[src/design/tpcd_pkg.sv]
`default_nettype none
// ----------------------------------------------------------------------------
// tpcd_pkg: shared types and constants of the two-priority command dispatcher
// Command, stream item, result and configuration types, the codes used on
// the channels, the commands injected by the block and the default depths.
// ----------------------------------------------------------------------------
package tpcd_pkg;

	// Default queue depths, handed to the top level parameters.
	localparam int URGENT_DEPTH_DEF = 8;
	localparam int NORMAL_DEPTH_DEF = 16;

	// Stream widths that do not depend on the queue depths.
	localparam int IN_TDATA_W = 40;
	localparam int IN_TUSER_W = 2;
	localparam int OUT_TUSER_W = 2;
	localparam int OUT_FIXED_W = 35;

	// Timer widths: 8 bit duration times 16 bit tick count.
	localparam int REM_W = 24;
	localparam int HOLD_W = 24;

	localparam logic [6:0] BATTERY_FULL = 7'd100;

	localparam logic [2:0] TYPE_REVERSE = 3'd2;
	localparam logic [2:0] TYPE_STOP = 3'd5;
	localparam logic [2:0] TYPE_CHARGE = 3'd6;

	typedef enum logic [1:0] {
		KIND_TICK = 2'd0,
		KIND_PUSH_NORMAL = 2'd1,
		KIND_PUSH_URGENT = 2'd2,
		KIND_OBSTACLE = 2'd3
	} kind_t;

	typedef enum logic [1:0] {
		EV_NONE = 2'd0,
		EV_STARTED = 2'd1,
		EV_FINISHED = 2'd2,
		EV_DROPPED = 2'd3
	} ev_t;

	typedef enum logic [1:0] {
		REG_TICKS_PER_UNIT = 2'd0,
		REG_BATTERY_COST = 2'd1,
		REG_LOW_BATTERY = 2'd2,
		REG_HOLD_UNITS = 2'd3
	} reg_idx_t;

	typedef enum logic [1:0] {
		BK_IDLE,
		BK_POP_RD,
		BK_POP_LD,
		BK_OBS2
	} bk_state_t;

	typedef struct packed {
		logic [15:0] id;
		logic [2:0] ctype;
		logic [7:0] dur;
		logic [6:0] speed;
	} cmd_t;

	typedef struct packed {
		kind_t kind;
		cmd_t cmd;
	} item_t;

	typedef struct packed {
		logic [15:0] ticks_per_unit;
		logic [6:0] battery_cost;
		logic [6:0] low_battery_level;
		logic [7:0] obstacle_hold_units;
	} cfg_t;

	typedef struct packed {
		ev_t ev;
		logic [15:0] id;
		logic [2:0] ctype;
		logic [6:0] speed;
		logic urgent;
		logic busy;
		logic [6:0] battery;
		logic alert;
	} res_t;

	typedef struct packed {
		logic push;
		logic pop;
	} q_ctrl_t;

	localparam cmd_t CMD_RECHARGE = '{id: 16'd777, ctype: TYPE_CHARGE,
		dur: 8'd5, speed: 7'd100};
	localparam cmd_t CMD_STOP = '{id: 16'd999, ctype: TYPE_STOP,
		dur: 8'd1, speed: 7'd0};
	localparam cmd_t CMD_REVERSE = '{id: 16'd998, ctype: TYPE_REVERSE,
		dur: 8'd2, speed: 7'd50};

endpackage
`default_nettype wire

[src/design/two_priority_command_dispatcher.sv]
`default_nettype none
// ----------------------------------------------------------------------------
// two_priority_command_dispatcher: strict-priority two-queue command scheduler
// Urgent and normal command FIFOs, a command timer, battery bookkeeping with
// injected recharge commands and obstacle handling with a hold window.
// ----------------------------------------------------------------------------
// Usage. Each input transfer carries one item: a tick, a push into the normal
// or urgent queue, or an obstacle event; the kind travels on s_axis_tuser.
// Every item yields exactly one result transfer on the master side, in item
// order, carrying the event code on m_axis_tuser and the active command,
// battery, queue occupancies and alert flag on m_axis_tdata.
// The user must write the configuration registers through cfg_we, cfg_addr and
// cfg_wdata only while the block is idle; the block itself does not enforce this. They take effect at once.
// Throughput: an item passes a two-entry input queue, then the execution
// sequencer. A push, a tick that does not start a command and a held
// obstacle each pass only the idle state of the sequencer, so they stream at
// one item per cycle while the receiver takes each result. A tick that
// starts a command passes the queue read, registered RAM data and timer load
// steps in turn, and an obstacle that injects its two commands passes two
// states, because the urgent queue has a single write port.
// Reset clears both queues, the timer and the active command, sets the
// battery to 100 and the registers to their defaults. When the receiver
// stalls, the result is held in the output register and the input queue
// keeps accepting until its two entries are full.
// ----------------------------------------------------------------------------
module two_priority_command_dispatcher #(
	parameter int URGENT_DEPTH = tpcd_pkg::URGENT_DEPTH_DEF,
	parameter int NORMAL_DEPTH = tpcd_pkg::NORMAL_DEPTH_DEF,
	localparam int UCW = $clog2(URGENT_DEPTH + 1),
	localparam int NCW = $clog2(NORMAL_DEPTH + 1),
	localparam int OUT_BITS = tpcd_pkg::OUT_FIXED_W + NCW + UCW + 1,
	localparam int OUT_TDATA_W = ((OUT_BITS + 7) / 8) * 8
) (
	input wire logic clk,
	input wire logic arst_n,
	// Input stream.
	input wire logic s_axis_tvalid,
	output logic s_axis_tready,
	// From bit 0: cmd_id[15:0], cmd_type[18:16], cmd_duration[26:19],
	// cmd_speed[33:27], zero padding.
	input wire logic [tpcd_pkg::IN_TDATA_W-1:0] s_axis_tdata,
	// From bit 0: kind[1:0].
	input wire logic [tpcd_pkg::IN_TUSER_W-1:0] s_axis_tuser,
	// Result stream.
	output logic m_axis_tvalid,
	input wire logic m_axis_tready,
	// From bit 0: active_id, active_type, active_speed, active_urgent,
	// busy_res, battery_level, normal_count, urgent_count, low_battery_alert,
	// zero padding.
	output logic [OUT_TDATA_W-1:0] m_axis_tdata,
	// From bit 0: event_res[1:0].
	output logic [tpcd_pkg::OUT_TUSER_W-1:0] m_axis_tuser,
	// Configuration write port.
	input wire logic cfg_we,
	input wire logic [1:0] cfg_addr,
	input wire logic [15:0] cfg_wdata
);
	import tpcd_pkg::*;

	cfg_t cfg_q;
	logic item_valid;
	logic item_pop;
	item_t item;
	res_t res;
	logic [NCW-1:0] normal_count;
	logic [UCW-1:0] urgent_count;

	// Configuration registers. Each takes the low bits of the written word.
	always_ff @(posedge clk or negedge arst_n) begin
		if (!arst_n) begin
			cfg_q.ticks_per_unit <= 16'd60;
			cfg_q.battery_cost <= 7'd15;
			cfg_q.low_battery_level <= 7'd20;
			cfg_q.obstacle_hold_units <= 8'd5;
		end else if (cfg_we) begin
			unique case (reg_idx_t'(cfg_addr))
				REG_TICKS_PER_UNIT: cfg_q.ticks_per_unit <= cfg_wdata;
				REG_BATTERY_COST: cfg_q.battery_cost <= cfg_wdata[6:0];
				REG_LOW_BATTERY: cfg_q.low_battery_level <= cfg_wdata[6:0];
				REG_HOLD_UNITS: cfg_q.obstacle_hold_units <= cfg_wdata[7:0];
			endcase
		end
	end

	// Front end: accepts transfers and decodes the kind.
	tpcd_front u_front (
		.clk(clk),
		.arst_n(arst_n),
		.s_axis_tvalid(s_axis_tvalid),
		.s_axis_tready(s_axis_tready),
		.s_axis_tdata(s_axis_tdata),
		.s_axis_tuser(s_axis_tuser),
		.item_valid(item_valid),
		.item(item),
		.item_pop(item_pop)
	);

	// Back end: queues, timer, battery and the result register.
	tpcd_back #(
		.URGENT_DEPTH(URGENT_DEPTH),
		.NORMAL_DEPTH(NORMAL_DEPTH)
	) u_back (
		.clk(clk),
		.arst_n(arst_n),
		.cfg(cfg_q),
		.item_valid(item_valid),
		.item(item),
		.item_pop(item_pop),
		.m_valid(m_axis_tvalid),
		.m_ready(m_axis_tready),
		.res(res),
		.normal_count(normal_count),
		.urgent_count(urgent_count)
	);

	assign m_axis_tuser = res.ev;
	assign m_axis_tdata = OUT_TDATA_W'({res.alert, urgent_count, normal_count,
		res.battery, res.busy, res.urgent, res.speed, res.ctype, res.id});

	// The back end only takes an item when the result register can take
	// its result.
	a_pop_needs_room: assert property (@(posedge clk) disable iff (!arst_n)
		item_pop |-> (!m_axis_tvalid || m_axis_tready))
		else $error("item taken while the result register is blocked");

	// A started command is always reported as executing.
	a_start_busy: assert property (@(posedge clk) disable iff (!arst_n)
		(m_axis_tvalid && (res.ev == EV_STARTED)) |-> res.busy)
		else $error("started command not marked busy");

	// Battery arithmetic saturates and never exceeds a full charge.
	a_battery_range: assert property (@(posedge clk) disable iff (!arst_n)
		m_axis_tvalid |-> (res.battery <= BATTERY_FULL))
		else $error("battery level out of range");

	// Queue occupancy stays within the queue depths.
	a_count_range: assert property (@(posedge clk) disable iff (!arst_n)
		m_axis_tvalid |-> ((urgent_count <= UCW'(URGENT_DEPTH)) &&
		(normal_count <= NCW'(NORMAL_DEPTH))))
		else $error("queue occupancy above depth");

endmodule
`default_nettype wire

[src/design/tpcd_ram.sv]
`default_nettype none
// ----------------------------------------------------------------------------
// tpcd_ram: generic single-write, single-read RAM
// One write port and one read port with registered read data.
// ----------------------------------------------------------------------------
module tpcd_ram #(
	parameter int WIDTH = 34,
	parameter int DEPTH = 16,
	localparam int AW = $clog2(DEPTH)
) (
	input wire logic clk,
	input wire logic we,
	input wire logic [AW-1:0] waddr,
	input wire logic [WIDTH-1:0] wdata,
	input wire logic re,
	input wire logic [AW-1:0] raddr,
	output logic [WIDTH-1:0] rdata
);

	logic [WIDTH-1:0] mem_q [DEPTH];
	logic [WIDTH-1:0] rdata_q;

	always_ff @(posedge clk) begin
		if (we) begin
			mem_q[waddr] <= wdata;
		end
		if (re) begin
			rdata_q <= mem_q[raddr];
		end
	end

	assign rdata = rdata_q;

endmodule
`default_nettype wire

[src/design/tpcd_front.sv]
`default_nettype none
// ----------------------------------------------------------------------------
// tpcd_front: input side of the dispatcher
// Takes stream transfers, decodes the item kind and holds up to two items
// for the back end, so the input keeps flowing while the back end works.
// ----------------------------------------------------------------------------
module tpcd_front (
	input wire logic clk,
	input wire logic arst_n,
	input wire logic s_axis_tvalid,
	output logic s_axis_tready,
	input wire logic [tpcd_pkg::IN_TDATA_W-1:0] s_axis_tdata,
	input wire logic [tpcd_pkg::IN_TUSER_W-1:0] s_axis_tuser,
	output logic item_valid,
	output tpcd_pkg::item_t item,
	input wire logic item_pop
);
	import tpcd_pkg::*;

	item_t slot_q [2];
	logic wr_q;
	logic rd_q;
	logic [1:0] cnt_q;
	logic push;
	item_t item_in;

	assign s_axis_tready = (cnt_q != 2'd2);
	assign push = s_axis_tvalid && s_axis_tready;
	assign item_valid = (cnt_q != 2'd0);
	assign item = slot_q[rd_q];

	always_comb begin
		item_in.kind = kind_t'(s_axis_tuser);
		item_in.cmd.id = s_axis_tdata[15:0];
		item_in.cmd.ctype = s_axis_tdata[18:16];
		item_in.cmd.dur = s_axis_tdata[26:19];
		item_in.cmd.speed = s_axis_tdata[33:27];
	end

	always_ff @(posedge clk) begin
		if (push) begin
			slot_q[wr_q] <= item_in;
		end
	end

	always_ff @(posedge clk or negedge arst_n) begin
		if (!arst_n) begin
			wr_q <= 1'b0;
			rd_q <= 1'b0;
			cnt_q <= 2'd0;
		end else begin
			if (push) begin
				wr_q <= ~wr_q;
			end
			if (item_pop) begin
				rd_q <= ~rd_q;
			end
			cnt_q <= cnt_q + {1'b0, push} - {1'b0, item_pop};
		end
	end

endmodule
`default_nettype wire

[src/design/tpcd_cmdq.sv]
`default_nettype none
// ----------------------------------------------------------------------------
// tpcd_cmdq: command FIFO
// Circular buffer over a RAM; pop data is registered and appears in the cycle after the pop.
// ----------------------------------------------------------------------------
module tpcd_cmdq #(
	parameter int DEPTH = 16,
	localparam int AW = $clog2(DEPTH),
	localparam int CW = $clog2(DEPTH + 1)
) (
	input wire logic clk,
	input wire logic arst_n,
	input wire tpcd_pkg::q_ctrl_t ctrl,
	input wire tpcd_pkg::cmd_t wdata,
	output tpcd_pkg::cmd_t rdata,
	output logic [CW-1:0] count,
	output logic full
);
	import tpcd_pkg::*;

	logic [AW-1:0] head_q;
	logic [AW-1:0] tail_q;
	logic [CW-1:0] count_q;
	logic do_push;
	logic do_pop;
	logic [$bits(cmd_t)-1:0] ram_rdata;

	function automatic logic [AW-1:0] wrap_inc(input logic [AW-1:0] ptr);
		wrap_inc = (ptr == AW'(DEPTH - 1)) ? '0 : ptr + AW'(1);
	endfunction

	assign full = (count_q == CW'(DEPTH));
	assign count = count_q;
	assign do_push = ctrl.push && !full;
	assign do_pop = ctrl.pop && (count_q != '0);

	tpcd_ram #(
		.WIDTH($bits(cmd_t)),
		.DEPTH(DEPTH)
	) u_ram (
		.clk(clk),
		.we(do_push),
		.waddr(tail_q),
		.wdata(wdata),
		.re(do_pop),
		.raddr(head_q),
		.rdata(ram_rdata)
	);

	assign rdata = cmd_t'(ram_rdata);

	always_ff @(posedge clk or negedge arst_n) begin
		if (!arst_n) begin
			head_q <= '0;
			tail_q <= '0;
			count_q <= '0;
		end else begin
			if (do_push) begin
				tail_q <= wrap_inc(tail_q);
			end
			if (do_pop) begin
				head_q <= wrap_inc(head_q);
			end
			count_q <= count_q + CW'(do_push) - CW'(do_pop);
		end
	end

endmodule
`default_nettype wire

[src/design/tpcd_back.sv]
`default_nettype none
// ----------------------------------------------------------------------------
// tpcd_back: execution side of the dispatcher
// Sequencer that carries out ticks, pushes and obstacle events against the
// two command queues and drives the registered result.
// ----------------------------------------------------------------------------
module tpcd_back #(
	parameter int URGENT_DEPTH = 8,
	parameter int NORMAL_DEPTH = 16,
	localparam int UCW = $clog2(URGENT_DEPTH + 1),
	localparam int NCW = $clog2(NORMAL_DEPTH + 1)
) (
	input wire logic clk,
	input wire logic arst_n,
	input wire tpcd_pkg::cfg_t cfg,
	input wire logic item_valid,
	input wire tpcd_pkg::item_t item,
	output logic item_pop,
	output logic m_valid,
	input wire logic m_ready,
	output tpcd_pkg::res_t res,
	output logic [NCW-1:0] normal_count,
	output logic [UCW-1:0] urgent_count
);
	import tpcd_pkg::*;

	bk_state_t state_q;
	bk_state_t state_n;

	cmd_t active_q;
	cmd_t active_d;
	logic act_urg_q;
	logic act_urg_d;
	logic executing_q;
	logic executing_d;
	logic [REM_W-1:0] remaining_q;
	logic [REM_W-1:0] remaining_d;
	logic [6:0] battery_q;
	logic [6:0] battery_d;
	logic [HOLD_W-1:0] hold_q;
	logic [HOLD_W-1:0] hold_d;
	logic drop_q;
	logic drop_d;
	logic pop_urg_q;
	logic pop_urg_d;
	logic alert_keep_q;
	logic alert_keep_d;

	logic out_valid_q;
	res_t out_res_q;
	logic [NCW-1:0] out_ncnt_q;
	logic [UCW-1:0] out_ucnt_q;

	q_ctrl_t u_ctrl;
	q_ctrl_t n_ctrl;
	cmd_t u_wdata;
	cmd_t u_rdata;
	cmd_t n_rdata;
	cmd_t pop_data;
	logic [UCW-1:0] ucount;
	logic [NCW-1:0] ncount;
	logic ufull;
	logic nfull;
	logic [UCW-1:0] u_cnt_nxt;
	logic [NCW-1:0] n_cnt_nxt;

	logic out_free;
	logic start;
	logic low_batt;
	logic [6:0] bat_restored;
	logic [6:0] bat_after_cost;
	logic tick_has_work;
	logic emit;
	ev_t ev_d;
	logic alert_d;

	tpcd_cmdq #(.DEPTH(URGENT_DEPTH)) u_urgent_q (
		.clk(clk),
		.arst_n(arst_n),
		.ctrl(u_ctrl),
		.wdata(u_wdata),
		.rdata(u_rdata),
		.count(ucount),
		.full(ufull)
	);

	tpcd_cmdq #(.DEPTH(NORMAL_DEPTH)) u_normal_q (
		.clk(clk),
		.arst_n(arst_n),
		.ctrl(n_ctrl),
		.wdata(item.cmd),
		.rdata(n_rdata),
		.count(ncount),
		.full(nfull)
	);

	assign out_free = !out_valid_q || m_ready;
	assign start = (state_q == BK_IDLE) && item_valid && out_free;
	assign low_batt = battery_q < cfg.low_battery_level;
	assign bat_restored = low_batt ? BATTERY_FULL : battery_q;
	assign bat_after_cost = (bat_restored > cfg.battery_cost) ?
		bat_restored - cfg.battery_cost : 7'd0;
	assign tick_has_work = low_batt || (ucount != '0) || (ncount != '0);
	assign pop_data = pop_urg_q ? u_rdata : n_rdata;
	assign u_cnt_nxt = ucount + UCW'(u_ctrl.push && !ufull) - UCW'(u_ctrl.pop);
	assign n_cnt_nxt = ncount + NCW'(n_ctrl.push && !nfull) - NCW'(n_ctrl.pop);

	// Next state.
	always_comb begin
		state_n = state_q;
		unique case (state_q)
			BK_IDLE: begin
				if (start) begin
					unique case (item.kind)
						KIND_TICK: begin
							if (!executing_q && tick_has_work) begin
								state_n = BK_POP_RD;
							end
						end
						KIND_OBSTACLE: begin
							if (hold_q == '0) begin
								state_n = BK_OBS2;
							end
						end
						KIND_PUSH_NORMAL, KIND_PUSH_URGENT: begin
							state_n = BK_IDLE;
						end
					endcase
				end
			end
			BK_POP_RD: state_n = BK_POP_LD;
			BK_POP_LD: state_n = BK_IDLE;
			BK_OBS2: state_n = BK_IDLE;
		endcase
	end

	// Queue controls, datapath updates and result.
	always_comb begin
		item_pop = 1'b0;
		u_ctrl = '0;
		n_ctrl = '0;
		u_wdata = item.cmd;
		emit = 1'b0;
		ev_d = EV_NONE;
		alert_d = 1'b0;
		active_d = active_q;
		act_urg_d = act_urg_q;
		executing_d = executing_q;
		remaining_d = remaining_q;
		battery_d = battery_q;
		hold_d = hold_q;
		drop_d = drop_q;
		pop_urg_d = pop_urg_q;
		alert_keep_d = alert_keep_q;
		unique case (state_q)
			BK_IDLE: begin
				if (start) begin
					item_pop = 1'b1;
					unique case (item.kind)
						KIND_TICK: begin
							if (hold_q != '0) begin
								hold_d = hold_q - HOLD_W'(1);
							end
							if (low_batt) begin
								u_ctrl.push = !ufull;
								u_wdata = CMD_RECHARGE;
								alert_d = 1'b1;
							end
							battery_d = bat_restored;
							if (executing_q) begin
								emit = 1'b1;
								if (remaining_q <= REM_W'(1)) begin
									remaining_d = '0;
									executing_d = 1'b0;
									ev_d = EV_FINISHED;
									if (active_q.ctype != TYPE_CHARGE) begin
										battery_d = bat_after_cost;
									end
								end else begin
									remaining_d = remaining_q - REM_W'(1);
								end
							end else if (tick_has_work) begin
								// The recharge command just injected counts as urgent.
								pop_urg_d = low_batt || (ucount != '0);
								alert_keep_d = low_batt;
							end else begin
								emit = 1'b1;
							end
						end
						KIND_PUSH_NORMAL: begin
							n_ctrl.push = !nfull;
							ev_d = nfull ? EV_DROPPED : EV_NONE;
							emit = 1'b1;
						end
						KIND_PUSH_URGENT: begin
							u_ctrl.push = !ufull;
							ev_d = ufull ? EV_DROPPED : EV_NONE;
							emit = 1'b1;
						end
						KIND_OBSTACLE: begin
							if (hold_q == '0) begin
								u_ctrl.push = !ufull;
								u_wdata = CMD_STOP;
								drop_d = ufull;
								hold_d = HOLD_W'(cfg.obstacle_hold_units) *
									HOLD_W'(cfg.ticks_per_unit);
							end else begin
								emit = 1'b1;
							end
						end
					endcase
				end
			end
			BK_POP_RD: begin
				u_ctrl.pop = pop_urg_q;
				n_ctrl.pop = !pop_urg_q;
			end
			BK_POP_LD: begin
				active_d = pop_data;
				act_urg_d = pop_urg_q;
				remaining_d = REM_W'(pop_data.dur) * REM_W'(cfg.ticks_per_unit);
				executing_d = 1'b1;
				ev_d = EV_STARTED;
				alert_d = alert_keep_q;
				emit = 1'b1;
			end
			BK_OBS2: begin
				u_ctrl.push = !ufull;
				u_wdata = CMD_REVERSE;
				ev_d = (drop_q || ufull) ? EV_DROPPED : EV_NONE;
				emit = 1'b1;
			end
		endcase
	end

	always_ff @(posedge clk or negedge arst_n) begin
		if (!arst_n) begin
			state_q <= BK_IDLE;
			active_q <= '0;
			act_urg_q <= 1'b0;
			executing_q <= 1'b0;
			remaining_q <= '0;
			battery_q <= BATTERY_FULL;
			hold_q <= '0;
			drop_q <= 1'b0;
			pop_urg_q <= 1'b0;
			alert_keep_q <= 1'b0;
			out_valid_q <= 1'b0;
		end else begin
			state_q <= state_n;
			active_q <= active_d;
			act_urg_q <= act_urg_d;
			executing_q <= executing_d;
			remaining_q <= remaining_d;
			battery_q <= battery_d;
			hold_q <= hold_d;
			drop_q <= drop_d;
			pop_urg_q <= pop_urg_d;
			alert_keep_q <= alert_keep_d;
			if (emit) begin
				out_valid_q <= 1'b1;
			end else if (m_ready) begin
				out_valid_q <= 1'b0;
			end
		end
	end

	always_ff @(posedge clk) begin
		if (emit) begin
			out_res_q.ev <= ev_d;
			out_res_q.id <= active_d.id;
			out_res_q.ctype <= active_d.ctype;
			out_res_q.speed <= active_d.speed;
			out_res_q.urgent <= act_urg_d;
			out_res_q.busy <= executing_d;
			out_res_q.battery <= battery_d;
			out_res_q.alert <= alert_d;
			out_ncnt_q <= n_cnt_nxt;
			out_ucnt_q <= u_cnt_nxt;
		end
	end

	assign m_valid = out_valid_q;
	assign res = out_res_q;
	assign normal_count = out_ncnt_q;
	assign urgent_count = out_ucnt_q;

endmodule
`default_nettype wire
[config.mk]
export PLATFORM = sky130hd
export DESIGN_NAME = two_priority_command_dispatcher
export DESIGN_NICKNAME = d
export VERILOG_FILES = /design/src/design/tpcd_pkg.sv /design/src/design/two_priority_command_dispatcher.sv /design/src/design/tpcd_ram.sv /design/src/design/tpcd_front.sv /design/src/design/tpcd_cmdq.sv /design/src/design/tpcd_back.sv
export SDC_FILE = /design/constraint.sdc
export NUM_CORES = 2
export LEC_CHECK = 0
export ABC_AREA = 1
export BUFFER_PORTS_ARGS = -buffer_cell sky130_fd_sc_hd__buf_2
export CAP_MARGIN = 0
export CORE_MARGIN = 5
export CORE_UTILIZATION = 55
export DETAILED_ROUTE_END_ITERATION = 8
export PLACE_DENSITY = 0.71
export SYNTH_ARGS = -nofsm -noshare
export SYNTH_HDL_FRONTEND = slang
export SYNTH_SLANG_ARGS = --single-unit
[constraint.sdc]
create_clock -name clk -period 6.13 [get_ports clk]
set_input_delay 0.9195 -clock clk [delete_from_list [all_inputs] [get_ports clk]]
set_output_delay 0.9195 -clock clk [all_outputs]
set_load 0.03 [all_outputs]
==> metrics <==
die area ~110000 um2; core region area just over 100000 um2; share of cells above drive strength 1 0.0841; Starting Density 0.554; clock root cell clkbuf_16; Netlist cell types 50; Syn Inst Count around 5300; Mean Syn Cell Area about 11 um2; first-pass GRT wire length roughly 210000 um; Area Growth Syn to Fin 10.0%; grt total ovfl 0; Leak 24.6 nW; fin crit share 0.919; most common cell after layout, fill and taps aside edfxtp_1; residual DRC count 0; Die X 330 um; Worst Max-Slew Pin Slew 1.27 ns; largest net degree at the start of global routing around 180; Via density roughly 5.7; post-synthesis register bit count 1157; critical path endpoint category flop; clock skew 0.0586 ns; crit-path max FO 14; post-synthesis sequential area ratio 0.603; Die Y 330 um; Peak Freq 0.178 GHz; non-filler instance count after layout about 6800; Longest Clk Path Bufs 3; PnR worst setup slack 0.497 ns; async set-reset flop share out of synthesis 0.133; Worst-Skew Late Latency 0.72 ns; port bufs 107; detailed placement HPWL 87900 um; Clock Sinks 1157; Power Density 569 nW/um2; Post-CTS Setup Inserts 0; post-synth top area cell edfxtp_1; RSZ-0062 raised after global routing false; Setup Viol. Count Final 0; initial antenna violation count 5; routed wire length 140000 um; Area contributors post-synth edfxtp_1, nor2_1, dfrtp_1; final design utilization 0.609; status finished clean; yosys warns 0; Final ANT Viol Nets 0; Rows around 120; relative slew slack 0.145; Max-Cap Viols 0; VDD IR-drop max 0.813 mV; R2R Path Start u_back.pop_urg_q$_DFFE_PN0P_; Startpoint Class flop; GRT Util Overall 0.255; R2R Setup Slk 0.50 ns; R2R cell count 21; io pins 117; vias in the first global route 37359; Setup CP Type flop to flop; nets@finish 5665; Fill cells 8056; Post-synth EDFFs 1003; post-route minimum period 5.63 ns; Post-DP Area approximately 58000 um2; Post-Syn Area 56300 um2; routability cong. 0.910; Wirelength per Cell 20.7 um; Cells after DPL ~6500; Inserted Clock Buffers 111; final instance area 62000 um2; post-synth top area share 0.535; Sum Neg Setup Slack 0 ns; vias 38678; commonest non-fill, non-tap cells in the layout edfxtp_1, nor2_1, nand2_1, inv_1, o21ai_0; CTS tree yes; Max H-tree Level 3; final hold violations 0; drt first pass iters 6; worst path arrival time 6.25 ns; pre-CTS WS between 0.5 and 0.6 ns; Crit Reg-Reg Endpoint u_back.remaining_q[18]$_DFFE_PN0P_; initial drt markers 3914; clock transition at the registers of the reported paths 0.07 ns; Most used DFF post-synth edfxtp_1; Post-CTS Resized 0; Hold Path Class input pin to asynchronous set/reset pin; WP data required 6.75 ns; Slew Viols, Final 0; hold_buf cts 0
critical path: stages (launching register included):
cell and delay, ns:
dfrtp_1 0.60, inv_1 0.10, buf_4 0.17, or2_2 0.27, o21ai_1 0.60, nor2_1 0.15
fa_1 0.61, fa_1 0.44, fa_1 0.50, inv_1 0.05, fa_1 0.52, inv_1 0.05
ha_1 0.34, nand2_1 0.13, inv_1 0.06, a21oi_1 0.31, nor2_1 0.07, nor2_1 0.14
nand2_1 0.07, nand2_1 0.06, nand3_1 0.13, a21oi_1 0.21
state kept, by name, indices dropped and copies added, names as in the netlist, 2 cells and up:
signal / count
cfg_q: 38
u_back.active_q: 26
u_back.battery_q: 7
u_back.hold_q: 24
u_back.normal_count: 5
u_back.remaining_q: 24
u_back.res: 38
u_back.state_q: 2
u_back.u_normal_q.count: 5
u_back.u_normal_q.head_q: 4
u_back.u_normal_q.tail_q: 4
u_back.u_normal_q.u_ram.mem_q: 544
u_back.u_normal_q.u_ram.rdata: 34
u_back.u_urgent_q.count: 4
u_back.u_urgent_q.head_q: 3
u_back.u_urgent_q.tail_q: 3
u_back.u_urgent_q.u_ram.mem_q: 272
u_back.u_urgent_q.u_ram.rdata: 34
u_back.urgent_count: 4
u_front.cnt_q: 2
u_front.slot_q: 72
kinds of logic after synthesis:
kind of cell	share of synthesized area
AO/OA/AOI/OAI	0.0857
XOR/XNOR	0.00886
adder cells (fa/ha/maj)	0.0909
buffers and inverters	0.0562
flip-flops	0.603
multiplexers	0.00657
other	0.0000666
AND/OR/NAND/NOR	0.148
Yosys cell counts (5+ instances only):
library cell,count
a21boi_1,5
fa_1,169
o22ai_1,37
o21bai_1,6
nand2_2,8
o21ai_1,10
nor3_1,16
ha_1,139
clkbuf_1,171
clkinv_1,8
nand2_1,826
or2_2,31
a31oi_1,42
buf_6,6
mux2i_1,37
xnor2_1,19
o21ai_0,445
nor2_4,7
nor2_1,969
xor2_1,38
edfxtp_1,1003
inv_1,540
o32ai_1,84
a21oi_1,106
o221ai_1,36
buf_2,40
o211ai_1,37
nand4_1,20
buf_1,15
nor2_2,12
nand3b_1,11
nand3_1,166
buf_4,17
a22oi_1,5
dfstp_2,15
dfrtp_1,139
through the flow:
stage	hold slack, ns	total power [mW]
after CTS	0.245	35.3
after global placement	0.469	28.0
final	0.217	35.3
after global routing	0.270	38.0
after detailed placement	0.472	28.3
after floorplan	0.453	23.5
worst max path at each step:
stage                     depth (start not counted)  slack (ns)                         start                                 end
after CTS                                        21        0.60  u_back.pop_urg_q$_DFFE_PN0P_  u_back.remaining_q[18]$_DFFE_PN0P_
final                                            21        0.50  u_back.pop_urg_q$_DFFE_PN0P_  u_back.remaining_q[18]$_DFFE_PN0P_
after global routing                             21        0.15  u_back.pop_urg_q$_DFFE_PN0P_  u_back.remaining_q[18]$_DFFE_PN0P_
after global placement                           21        0.71  u_back.pop_urg_q$_DFFE_PN0P_  u_back.remaining_q[18]$_DFFE_PN0P_
after floorplan                                  22        1.57  u_back.pop_urg_q$_DFFE_PN0P_  u_back.remaining_q[18]$_DFFE_PN0P_
after detailed placement                         21        0.59  u_back.pop_urg_q$_DFFE_PN0P_  u_back.remaining_q[18]$_DFFE_PN0P_
area by class of cell:
type	count	area, um2	share of cell area
Multi-Input combinational cell	3302	19400	0.313
Clock inverter	67	733	0.0118
Inverter	552	2080	0.0335
Clock buffer	143	3030	0.0489
Tap cell	1368	1710	0.0276
Sequential cell	1157	34000	0.549
Timing Repair Buffer	168	1020	0.0165
Antenna cell	5	12.5	0.000202
metal layers:
metal,track usage,wire length (um)
met1,0.353,57100
met2,0.407,65200
met3,0.0508,12500
met4,0.0936,5450
met5,0,15
power breakdown:
group / switching [mW] / internal (mW) / total (mW)
logic: 11.6 / 5.36 / 17.0
registers: 0.581 / 10.7 / 11.3
clock network: 3.01 / 3.98 / 6.99
Note: power is estimated with default switching activity, not from simulation.
